**config.mk**
```make
export PLATFORM = sky130hd
export DESIGN_NAME = stis_cmp_sub
export DESIGN_NICKNAME = d
export VERILOG_FILES = /design/src/rtl/segmented_table_index_store_defines.svh /design/src/rtl/stis_pkg.sv /design/src/rtl/stis_cmp_sub.sv
export SDC_FILE = /design/constraint.sdc
export NUM_CORES = 1
export LEC_CHECK = 0
export BUFFER_PORTS_ARGS = -buffer_cell sky130_fd_sc_hd__buf_2
export CORE_AREA = 10 10 47 49
export DETAILED_ROUTE_END_ITERATION = 12
export DIE_AREA = 0 0 57 59
export PLACE_DENSITY_LB_ADDON = 0.12
export SKIP_LAST_GASP = 1
export SYNTH_ARGS = -nofsm -noshare
export SYNTH_HDL_FRONTEND = slang
export SYNTH_SLANG_ARGS = --single-unit
```
**constraint.sdc**
```tcl
create_clock -name vclk -period 2.4
set_input_delay 0.24 -clock vclk [all_inputs]
set_output_delay 0.24 -clock vclk [all_outputs]
set_load 0.01 [all_outputs]
```
**src/rtl/segmented_table_index_store_defines.svh**
```systemverilog
// ----------------------------------------------------------------------------
// segmented_table_index_store_defines
// Assertion macros for the segmented table index store.
// ----------------------------------------------------------------------------
`ifndef SEGMENTED_TABLE_INDEX_STORE_DEFINES_SVH
`define SEGMENTED_TABLE_INDEX_STORE_DEFINES_SVH

// Clocked check, off while reset is asserted.
`ifndef SYNTHESIS
`define STIS_ASSERT_CLK(lbl, clk, rst_n, prop) \
    lbl: assert property (@(posedge clk) disable iff (!rst_n) prop) \
        else $error("assertion failed");
`else
`define STIS_ASSERT_CLK(lbl, clk, rst_n, prop)
`endif

// Clocked check that also holds across reset.
`ifndef SYNTHESIS
`define STIS_ASSERT_ALWAYS(lbl, clk, prop) \
    lbl: assert property (@(posedge clk) prop) \
        else $error("assertion failed");
`else
`define STIS_ASSERT_ALWAYS(lbl, clk, prop)
`endif

`endif

```
**src/rtl/stis_pkg.sv**
```systemverilog
// ----------------------------------------------------------------------------
// stis_pkg
// Types and constants shared by the segmented table index store.
// ----------------------------------------------------------------------------
package stis_pkg;

    localparam int NUM_SLOTS_DEF   = 4;
    localparam int SLOT_DEPTH_DEF  = 256;
    localparam int ENTRY_WIDTH_DEF = 32;

    localparam int COUNT_REGS = 4;   // slots that own a count register
    localparam int CNT_W      = 9;
    localparam int SIU_W      = 3;
    localparam int REM_W      = 10;
    localparam int CFG_IDX_W  = 3;
    localparam int CFG_DATA_W = 9;

    localparam logic [CFG_IDX_W-1:0] CFG_SLOTS_IN_USE = 3'd0;
    localparam logic [CFG_IDX_W-1:0] CFG_COUNT_SLOT0  = 3'd1;

    localparam logic [SIU_W-1:0] SLOTS_IN_USE_RST = 3'd4;

    localparam logic [1:0] OP_GET  = 2'd0;
    localparam logic [1:0] OP_SET  = 2'd1;
    localparam logic [1:0] OP_LOAD = 2'd2;

    typedef enum logic [1:0] {
        ST_IDLE,
        ST_WALK,
        ST_ACCESS,
        ST_RESP
    } t_state;

    typedef struct packed {
        logic [1:0]       operation;
        logic [REM_W-1:0] global_index;
        logic [1:0]       slot_select;
        logic [7:0]       local_position;
        logic [31:0]      entry_value;
    } t_cmd;

    typedef struct packed {
        logic        found;
        logic [31:0] entry_out;
        logic [1:0]  slot_hit;
        logic [7:0]  local_hit;
    } t_rsp;

    // status of the shared compare/subtract unit
    typedef struct packed {
        logic             less;
        logic [REM_W-1:0] diff;
    } t_cmp;

endpackage

```
**src/rtl/stis_cmp_sub.sv**
```systemverilog
// ----------------------------------------------------------------------------
// stis_cmp_sub
// Shared compare/subtract unit: tests remaining index against a slot count.
// ----------------------------------------------------------------------------
module stis_cmp_sub (
    input  logic [stis_pkg::REM_W-1:0] i_rem,
    input  logic [stis_pkg::CNT_W-1:0] i_cnt,
    output stis_pkg::t_cmp             o_res
);

    logic [stis_pkg::REM_W-1:0] cnt_ext;

    assign cnt_ext    = stis_pkg::REM_W'(i_cnt);
    assign o_res.less = i_rem < cnt_ext;
    assign o_res.diff = i_rem - cnt_ext;

endmodule

```
==> impl_results.md, run 1 <==
- Pin count of the biggest net entering global routing: 6
- Number of endpoints with negative hold slack in the final report: 0
- Die outline height: 59 um
- Share of the yosys chip area belonging to registers: 0%
- Fin util: roughly 46%
- Unique cell type count in the Yosys netlist: 21
- Net count of the finished layout: between 100 and 150
- Cell Area, Synth: approximately 420 um^2
- Part of the power in combinational logic: 100.0%
- Cell area after layout: ~640 um^2
- Syn Area/Cell: about 7.4 um^2
- Complex-gate fraction of the synthesized area: between 20% and 30%
- Highest metal used: met3
- Count of sequential standard cells: 0
- Number of antenna-violating nets in the routed design: 0
- Yosys warns: 0
- Weighted congestion reported at the end of routability-driven placement: just over 0.7
- Count of hold-fix buffers inserted at cts: 0
- Count of TritonRoute iterations in the first routing pass: 4
- Vias in the first global route: 460
- Metal3 WL: between 80 and 90 um
- Post-synthesis instance total: 57
- Area of the die: roughly 3400 um^2
- Met2 WL post-DR: slightly above 600 um
- DPL Wire Length: approximately 1100 um
- Number of vias per cell: 4.537
- Portion of total power attributed to sequential cells: 0%
- Cell row count: 14
- Via count: ~500
- Number of port buffers: 30
- Post-synthesis xor/xnor area fraction: 16.72%
- Antenna violations before repair: 0
- Setup violation total in the final timing report: 0
- DRC viols: 0
- Area Growth Syn to Fin: 53.13%
- Power density over the cells: just under 300 nW/um^2
- Total of max-cap violations: 0
- Area inside the core boundary: about 1400 um^2
- Final critical delay including setup and external delays: between 2000 and 2500 ps
- Final Routed Wirelength: between 1000 and 1500 um
- M1 WL: slightly below 500 um
- Share of power burned in the clock network: 0%
- DRC violation total after the first TritonRoute iteration: 2
- Antenna diode count: 0
- Synthesized-area fraction occupied by adder cells: about a third
- Result of the run: complete, no violations
- Internal power: roughly 0.095 mW
- Switching power share of the total: between 40% and 50%
- IO Pins: 30
- Worst path arrival time: 2080 ps
- Worst slew slack as a fraction of its limit: 86.77%
- Routed wire length per instance: about 11 um
- Number of max-slew violations in the final report: 0
- Fin Setup TNS: 0 ps
- Final period utilization: 96.63%
- Total of fill cells in the finished design: about 160
- Leakage Power: 0.3716 nW
- Kind of capture point of the worst setup path: output port
- Critical path startpoint category: primary input
- FF+latch area: 0 um^2
- Highest clock rate: around 430 MHz
- Simple-gate area share of the yosys netlist: approximately 16%
- Placed standard-cell area: around 600 um^2
- Wire length of the first global-routing pass: 1869 um
- P_sw: approximately 0.093 mW
- Critical path fanouts, max: 2
- Peak supply drop: approximately 0.00011 V
- Starting density of the core: 29.91%
- Critical path class: primary input to output port
- Required time of the critical path: between 2000 and 2500 ps
- DIE WIDTH: roughly 57 um
- Proportion of layout cells with a drive suffix above 1: between 40 and 50%
- Aggregate global routing overflow: 0
- Worst slew pin tran: 198.0 ps
- Post-synth net total: 86
- Largest family of logic cells by synthesized area: adder cells
- Clock Buffer Count: 0
- Worst hold-check path type: primary input to output port
- Global routing usage summed across all routing layers: about 6.2%
- Multiplexer fraction of the synthesized cell area: 0%
==> stage by stage <==
step | power [mW] | hold slack [ps] | cells | setup WS (ps)
6_report | 0.1888 | 760.9 | 108 | 80.83
5_1_grt | 0.2127 | 778.3 | 108 | -5.797
4_1_cts | 0.1851 | 765.9 | 105 | 30.25
3_5_place_dp | 0.1836 | 762.5 | 105 | -37.41
3_3_place_gp | 0.1816 | 755.1 | 105 | -11.44
2_1_floorplan | 0.1153 | 513.8 | 57 | 222.1
==> cells in the final DEF, fill, tap and decap left out <==
cell type / n
sky130_fd_sc_hd__xor2_1: 3
sky130_fd_sc_hd__a221o_1: 1
sky130_fd_sc_hd__and3_1: 1
sky130_fd_sc_hd__a21oi_2: 1
sky130_fd_sc_hd__fa_2: 1
sky130_fd_sc_hd__ha_1: 8
sky130_fd_sc_hd__o21bai_1: 1
sky130_fd_sc_hd__nand2_1: 1
sky130_fd_sc_hd__nor2_1: 6
sky130_fd_sc_hd__nor3_1: 1
sky130_fd_sc_hd__buf_4: 5
sky130_fd_sc_hd__xnor2_1: 5
sky130_fd_sc_hd__a21o_1: 2
sky130_fd_sc_hd__buf_2: 30
sky130_fd_sc_hd__o21a_1: 1
sky130_fd_sc_hd__o2111ai_1: 1
sky130_fd_sc_hd__inv_1: 10
sky130_fd_sc_hd__ha_4: 1
sky130_fd_sc_hd__o41a_1: 1
sky130_fd_sc_hd__a21oi_1: 2
sky130_fd_sc_hd__o221a_2: 1
sky130_fd_sc_hd__nor2b_1: 1
sky130_fd_sc_hd__a211oi_2: 1
sky130_fd_sc_hd__inv_2: 2
sky130_fd_sc_hd__nand3_1: 5
==> power groups by stage <==
stage | Combinational [mW] | Clock (mW) | Sequential, mW
global placement | 0.182 | 0 | 0
finish | 0.189 | 0 | 0
floorplan | 0.115 | 0 | 0
global route | 0.213 | 0 | 0
CTS | 0.185 | 0 | 0
detailed placement | 0.184 | 0 | 0
==> synth_stat cells, types with 2 or more instances <==
library cell              count  area [um^2]
sky130_fd_sc_hd__a21oi_1      2        10.01
sky130_fd_sc_hd__ha_1         9        112.6
sky130_fd_sc_hd__nor2_1       6        22.52
sky130_fd_sc_hd__inv_1       12        45.04
sky130_fd_sc_hd__nand3_1      5        25.02
sky130_fd_sc_hd__xnor2_1      5        43.79
sky130_fd_sc_hd__xor2_1       3        26.28
sky130_fd_sc_hd__a21o_1       2        15.01
==> logic make-up (layout without fill, tap and decap cells) <==
family	after synthesis	count (layout)
buffers and inverters	12	47
and+or+nand+nor	15	15
AOI/OAI and AO/OA	12	12
xor gates and xnor gates	8	8
adders and majority gates	10	10
==> path summary, 6_finish.rpt <==
kind,to,depth (start not counted),startpoint
worst max-delay path,o_res[10],11,i_rem[0]
worst min-delay path,o_res[10],3,i_rem[9]
==> critical path, cell delays in order <==
cell and delay (ps):
sky130_fd_sc_hd__buf_2 100, sky130_fd_sc_hd__inv_2 50, sky130_fd_sc_hd__ha_4 130, sky130_fd_sc_hd__inv_2 40, sky130_fd_sc_hd__fa_2 380, sky130_fd_sc_hd__a21o_1 170, sky130_fd_sc_hd__a21oi_2 140, sky130_fd_sc_hd__o21bai_1 110
sky130_fd_sc_hd__a221o_1 370, sky130_fd_sc_hd__a211oi_2 180, sky130_fd_sc_hd__buf_2 160
==> per-layer routing <==
metal	track usage (%)	vias to the layer above
met3	1.717	0
met1	7.262	211
met4	0	0
met2	11.63	13
met5	0	-
li1	-	266
==> cell type report <==
class	instances	area (um^2)	share of cell area [%]
inverter	12	45.04	7.018
multi-input combinational	45	389.1	60.62
tap	16	20.02	3.119
timing repair buffer	35	187.7	29.24
==> timing repair <==
| item | CTS | global route |
|---|---|---|
| setup endpoints to repair | 1 | 1 |
| cloned | 0 | 0 |
| resized for setup | 1 | 4 |
| setup buffers | 0 | 3 |
| pin swaps | 1 | 7 |
(Power assumes the default switching activity.)
==> run 2, diff against run 1 <==
==> constraint.sdc (replaced) <==
create_clock -name vclk -period 2.4
set_input_delay 0.48 -clock vclk [all_inputs]
set_output_delay 0.48 -clock vclk [all_outputs]
set_load 0.01 [all_outputs]
==> run 2 against run 1 <==
Compared with the run above:
- the run now ends with negative setup slack left
- first-iteration DRC count grew to 2.5 times the previous value
- hold slack gained 470 ps
- critical path depth did not move
- sequential share of layout area unchanged
- combinational power up 14%
- power grew 14%
- maximum frequency fell by 14%
- largest power group unchanged
- non-clock buffer count up 3
- sequential cell count stayed put
- global-route usage up 0.52 points
- final cell count is 2.8% higher
==> impl_results.md, run 2 (synthesis results as in run 1) <==
- IO Pins: 30 (unchanged)
- Routed wire length per instance: 11.08 um (+1.3%)
- RSZ-0062 raised after global routing: true
- Number of port buffers: 30 (unchanged)
- DRC violation total after the first TritonRoute iteration: 5 (+3)
- DPL Wire Length: 1102 um (+2.6%)
- Count of hold-fix buffers inserted at cts: 0 (unchanged)
- Violated checks: negative setup slack
- Worst slew slack as a fraction of its limit: 83.62% (-3.2 points)
- Worst slew pin tran: 245.8 ps (+47.71 ps)
- Final worst hold slack: 1234 ps (+473.0 ps)
- Worst hold-check path type: primary input to output port
- Clock Buffer Count: 0 (unchanged)
- Setup violation total in the final timing report: 4 (+4)
- Vias in the first global route: 492 (+7.0%)
- Power density over the cells: 297.8 nW/um^2 (+1.3%)
- Count of sequential standard cells: 0 (unchanged)
- Antenna diode count: 0 (unchanged)
- Pin count of the biggest net entering global routing: 6 (unchanged)
- Gate family responsible for the most delay along the worst path: compound AO/OA/AOI/OAI gates
- Kind of capture point of the worst setup path: output port
- Cell depth of the worst min-delay path: 3 (unchanged)
- Antenna violations before repair: 0 (unchanged)
- Hold wc startpoint: i_rem[9]
- Number of vias per cell: 4.586 (+1.1%)
- Overall power of the completed layout: 0.2146 mW (+14%)
- Final critical delay including setup and external delays: 2691 ps (+372.1 ps)
- Aggregate global routing overflow: 0 (unchanged)
- Worst setup slack before clock tree synthesis: -414.7 ps (-377.3 ps)
- Net count of the finished layout: 126 (+2.4%)
- Critical path fanouts, max: 2 (unchanged)
- DIE WIDTH: 57 um (unchanged)
- Worst-path cell with the longest stage delay: sky130_fd_sc_hd__a221o_1
- Largest incremental delay on the critical path: 350 ps (-30 ps)
- Global routing usage summed across all routing layers: 6.750% (+0.52 points)
- Sequence of cells on the critical path: buf_8 > inv_12 > ha_4 > inv_2 > fa_2 > a21o_1 > a21oi_2 > o21bai_1 > a221o_1 > a211oi_2 > buf_2
- Number of max-slew violations in the final report: 0 (unchanged)
- Worst min-delay path endpoint: o_res[10]
- Critical path startpoint category: primary input
- Result of the run: finished with violations
- Starting density of the core: 29.91% (unchanged)
- Critical path class: primary input to output port
- Peak supply drop: 0.00009558 V (-13%)
- Total placed cells including tap cells: 109 (+3.8%)
- Weighted congestion reported at the end of routability-driven placement: 0.7498 (+5.7%)
- Total of max-cap violations: 0 (unchanged)
- FF+latch area: 0 um^2 (unchanged)
- Area Growth Syn to Fin: 71.94%
- Worst setup margin: -291.3 ps (-372.1 ps)
- Number of antenna-violating nets in the routed design: 0 (unchanged)
- Leakage Power: 0.4126 nW (+11%)
- Required time of the critical path: 1920 ps (-240 ps)
- Final Routed Wirelength: 1230 um (+4.1%)
- Worst path arrival time: 2210 ps (+130 ps)
- Final period utilization: 112.1% (+16 points)
- Leading cell type in the layout, fill and taps excluded: sky130_fd_sc_hd__buf_2
- Area inside the core boundary: 1401 um^2 (unchanged)
- Number of endpoints with negative hold slack in the final report: 0 (unchanged)
- Number of non-filler instances in the completed layout: 111 (+2.8%)
- Area of the die: 3363 um^2 (unchanged)
- Count of TritonRoute iterations in the first routing pass: 4 (unchanged)
- DRC viols: 0 (unchanged)
- Commonest cells after routing, fill and taps aside: sky130_fd_sc_hd__buf_2, sky130_fd_sc_hd__inv_1, sky130_fd_sc_hd__ha_1, sky130_fd_sc_hd__buf_4, sky130_fd_sc_hd__nor2_1
- Cell row count: 14 (unchanged)
- Proportion of layout cells with a drive suffix above 1: 52.63% (+7.0 points)
- Die outline height: 59 um (unchanged)
- Buffer and inverter count on the worst path: 4 (unchanged)
- Area occupied by multi-input gates: 422.9 um^2 (+8.7%)
- Total of fill cells in the finished design: 150 (-5.7%)
- Highest clock rate: 371.6 MHz (-14%)
- Wire length of the first global-routing pass: 2049 um (+9.6%)
- Via count: 509 (+3.9%)
run 2: what timing repair did:
action / 4_1_cts / 5_1_grt
cloned: 0 / 0
setup buffers: 1 / 2
pin swaps: 9 / 7
gates resized for setup: 5 / 4
endpoints found under the setup margin: 6 / 7
run 2: worst max path at each step:
stage	start	end	slack [ps]	cells after the start
6_report	i_rem[0]	o_res[10]	-290	11
2_1_floorplan	i_rem[0]	o_res[10]	-110	9
5_1_grt	i_rem[0]	o_res[10]	-380	11
4_1_cts	i_rem[0]	o_res[10]	-380	11
3_3_place_gp	i_rem[0]	o_res[10]	-400	11
3_5_place_dp	i_rem[0]	o_res[10]	-410	11
run 2: layout make-up:
cell class                      instances  area share [%]
Inverter                               12           7.986
Multi-Input combinational cell         45           58.68
Tap cell                               16           2.778
Timing Repair Buffer                   38           30.56
run 2: power breakdown:
part	leakage [nW]	internal, mW	switching (mW)
clock network	0	0	0
logic	0.413	0.111	0.103
registers	0	0	0
run 2: metrics by stage:
step,setup TNS (ps),util [%],cell area (um^2)
floorplan,-185.9,-,446.7
global placement,-1174,47.23,661.9
detailed placement,-1204,47.23,661.9
CTS,-962.2,48.93,685.7
global route,-1242,51.43,720.7
finish,-750.6,51.43,720.7
run 2: metal layers:
layer  wire length (um)  global-route usage [%]  up-vias
met5                  0                       0        -
met2                638                   12.87       15
met1                550                   8.224      221
met3                 41                  0.8584        0
met4                  0                       0        0
li1                   -                       -      273
==> run 3, diff against run 2 <==
- ABC_AREA: default -> 1
==> run 3 against run 2 <==
Compared with the run above:
- hold slack improved by 19 ps
- highest routed layer unchanged
- the run now ends clean
- maximum frequency rose by 19%
- via count rose by 23%
==> impl_results.md, run 3 <==
- Number of antenna-violating nets in the routed design: 0 (unchanged)
- Worst slew pin tran: 193.0 ps (-52.75 ps)
- Resized Gates After CTS: 0 (-5)
- Hold wc startpoint: i_rem[9]
- Yosys warns: 0 (unchanged)
- Result of the run: complete, no violations
- Kind of capture point of the worst setup path: output port
- CP dominant cell by count: sky130_fd_sc_hd__nand2_1
- Critical path fanouts, max: 3 (+1)
- RSZ-0062 raised after global routing: false
- Final Routed Wirelength: 1342 um (+9.1%)
- Worst hold-check path type: primary input to output port
- Switching power share of the total: 57.06% (+8.9 points)
- Setup violation total in the final timing report: 0 (-4)
- Antenna diode count: 0 (unchanged)
- Count of hold-fix buffers inserted at cts: 0 (unchanged)
- Routed wire length per instance: 9.655 um (-13%)
- DIE WIDTH: 57 um (unchanged)
- Leading area contributor after synthesis: sky130_fd_sc_hd__nand2_1
- Main area contributors after synthesis: sky130_fd_sc_hd__nand2_1, sky130_fd_sc_hd__ha_1, sky130_fd_sc_hd__inv_1, sky130_fd_sc_hd__nand3_1, sky130_fd_sc_hd__nor2_1
- Worst path arrival time: 1770 ps (-440 ps)
- Most numerous cell in the Yosys netlist: sky130_fd_sc_hd__nand2_1
- Placed standard-cell area: 676.9 um^2 (+2.3%)
- DRC violation total after the first TritonRoute iteration: 3 (-2)
- Leading cell type in the layout, fill and taps excluded: sky130_fd_sc_hd__nand2_1
- Gate family responsible for the most delay along the worst path: adder cells
- Number of endpoints with negative hold slack in the final report: 0 (unchanged)
- Post-synth net total: 122 (+42%)
- Count of sequential standard cells: 0 (unchanged)
- Highest clock rate: 444.0 MHz (+19%)
- Final critical delay including setup and external delays: 2252 ps (-439.2 ps)
- Proportion of layout cells with a drive suffix above 1: 31.71% (-21 points)
- Met2 WL post-DR: 662 um (+3.8%)
- Area Growth Syn to Fin: 36.05%
- Vias in the first global route: 631 (+28%)
- Critical path class: primary input to output port
- FF+latch area: 0 um^2 (unchanged)
- Global routing usage summed across all routing layers: 8.095% (+1.3 points)
- Peak supply drop: 0.0001096 V (+15%)
- Required time of the critical path: 1920 ps (about the same)
- Syn Area/Cell: 5.449 um^2 (-26%)
- Power density over the cells: 264.0 nW/um^2 (-11%)
- DPL Wire Length: 1256 um (+14%)
- Number of max-slew violations in the final report: 0 (unchanged)
- Final period utilization: 93.84% (-18 points)
- Worst setup margin: 147.9 ps (+439.2 ps)
- Cell Area, Synth: 506.7 um^2 (+21%)
- Area share of the largest cell type after synthesis: 22.96% (-3.9 points)
- M1 WL: 544 um (-1.1%)
- Cell area after layout: 689.4 um^2 (-4.3%)
- Aggregate global routing overflow: 0 (unchanged)
- Cell row count: 14 (unchanged)
- Total of max-cap violations: 0 (unchanged)
- Portion of total power attributed to sequential cells: 0% (unchanged)
- P_sw: 0.1038 mW (+0.49%)
- Die outline height: 59 um (unchanged)
- Unique cell type count in the Yosys netlist: 15 (-29%)
- Starting density of the core: 36.16% (+6.3 points)
- Commonest cells after routing, fill and taps aside: sky130_fd_sc_hd__nand2_1, sky130_fd_sc_hd__buf_2, sky130_fd_sc_hd__inv_1
- Number of vias per cell: 4.504 (-1.8%)
- Pin count of the biggest net entering global routing: 6 (unchanged)
- Setup fix buffers added after clock tree synthesis: 0 (-1)
- Worst setup slack before clock tree synthesis: 88.89 ps (+503.6 ps)
- Top cells by instance count after synthesis: sky130_fd_sc_hd__nand2_1, sky130_fd_sc_hd__inv_1, sky130_fd_sc_hd__ha_1, sky130_fd_sc_hd__nand3_1, sky130_fd_sc_hd__nor2_1
- Fin Setup TNS: 0 ps (+750.6 ps)
- Metal3 WL: 135 um (+230%)
- Post-synthesis instance total: 93 (+63%)
- Share of power burned in the clock network: 0% (unchanged)
- Leakage Power: 0.4632 nW (+12%)
- Sequence of cells on the critical path: buf_2 > inv_1 > ha_1 > inv_1 > fa_2 > nand2_1 > nand2_1 > nand3_2 > nand2_1 > a21oi_1 > buf_2
- Worst min-delay path endpoint: o_res[9]
- Weighted congestion reported at the end of routability-driven placement: 0.7871 (+5.0%)
- Count of TritonRoute iterations in the first routing pass: 2 (-2)
- Via count: 626 (+23%)
- Internal power: 0.07815 mW (-30%)
- Net count of the finished layout: 154 (+22%)
- Buffer and inverter count on the worst path: 4 (unchanged)
- Worst-path cell with the longest stage delay: sky130_fd_sc_hd__fa_2
- Antenna violations before repair: 0 (unchanged)
- Total placed cells including tap cells: 139 (+28%)
- Wire length of the first global-routing pass: 2497 um (+22%)
- IO Pins: 30 (unchanged)
- Cell depth of the worst min-delay path: 4 (+1)
- Critical path startpoint category: primary input
- Area inside the core boundary: 1401 um^2 (unchanged)
- Share of the yosys chip area belonging to registers: 0% (unchanged)
- Largest incremental delay on the critical path: 350 ps (about the same)
- Highest metal used: met3
- Worst slew slack as a fraction of its limit: 87.13% (+3.5 points)
- Clock Buffer Count: 0 (unchanged)
- Area of the die: 3363 um^2 (unchanged)
- Critical path launch point: i_rem[0]
- DRC viols: 0 (unchanged)
- Number of port buffers: 30 (unchanged)
- Number of non-filler instances in the completed layout: 139 (+25%)
- Part of the power in combinational logic: 100.0% (about the same)
[run 3: metal layers]
metal  up-vias  track usage [%]
met5         -                0
met4         0                0
met3         0            2.790
met2        17            15.19
met1       262            9.069
li1        347                -
[run 3: cell families after synthesis]
kind of cell             after synthesis  synth area share, %
AND/OR/NAND/NOR                       53                44.45
buffers and inverters                 21                15.56
adder cells (fa/ha/maj)               10                26.17
AO/OA/AOI/OAI                          5                6.915
XOR/XNOR                               4                6.915
[run 3: per-stage QoR]
| stage | hold slack [ps] | utilization [%] | total power [mW] |
|---|---|---|---|
| 2_1_floorplan | 1078 | - | 0.1199 |
| 3_3_place_gp | 1247 | 48.30 | 0.1818 |
| 3_5_place_dp | 1260 | 48.30 | 0.1839 |
| 4_1_cts | 1261 | 48.30 | 0.1843 |
| 5_1_grt | 1315 | 49.20 | 0.2120 |
| 6_report | 1252 | 49.20 | 0.1820 |
[run 3: final cells by class]
cell class,instances,area (um^2)
well taps,16,20.02
inverters,21,78.83
repair buffers,30,150.1
multi-input cells,72,440.4
fillers,166,711.9
[run 3: worst max-delay path by stage]
stage	to	cells after the start	slack (ps)
after floorplan	o_res[10]	9	310
after detailed placement	o_res[10]	11	90
after global placement	o_res[10]	11	120
after CTS	o_res[10]	11	90
final	o_res[10]	11	150
after global routing	o_res[10]	11	1
[run 3: power groups by stage]
stage	Sequential [mW]	Clock [mW]	Combinational [mW]
global placement	0	0	0.182
finish	0	0	0.182
detailed placement	0	0	0.184
global route	0	0	0.212
CTS	0	0	0.184
floorplan	0	0	0.120
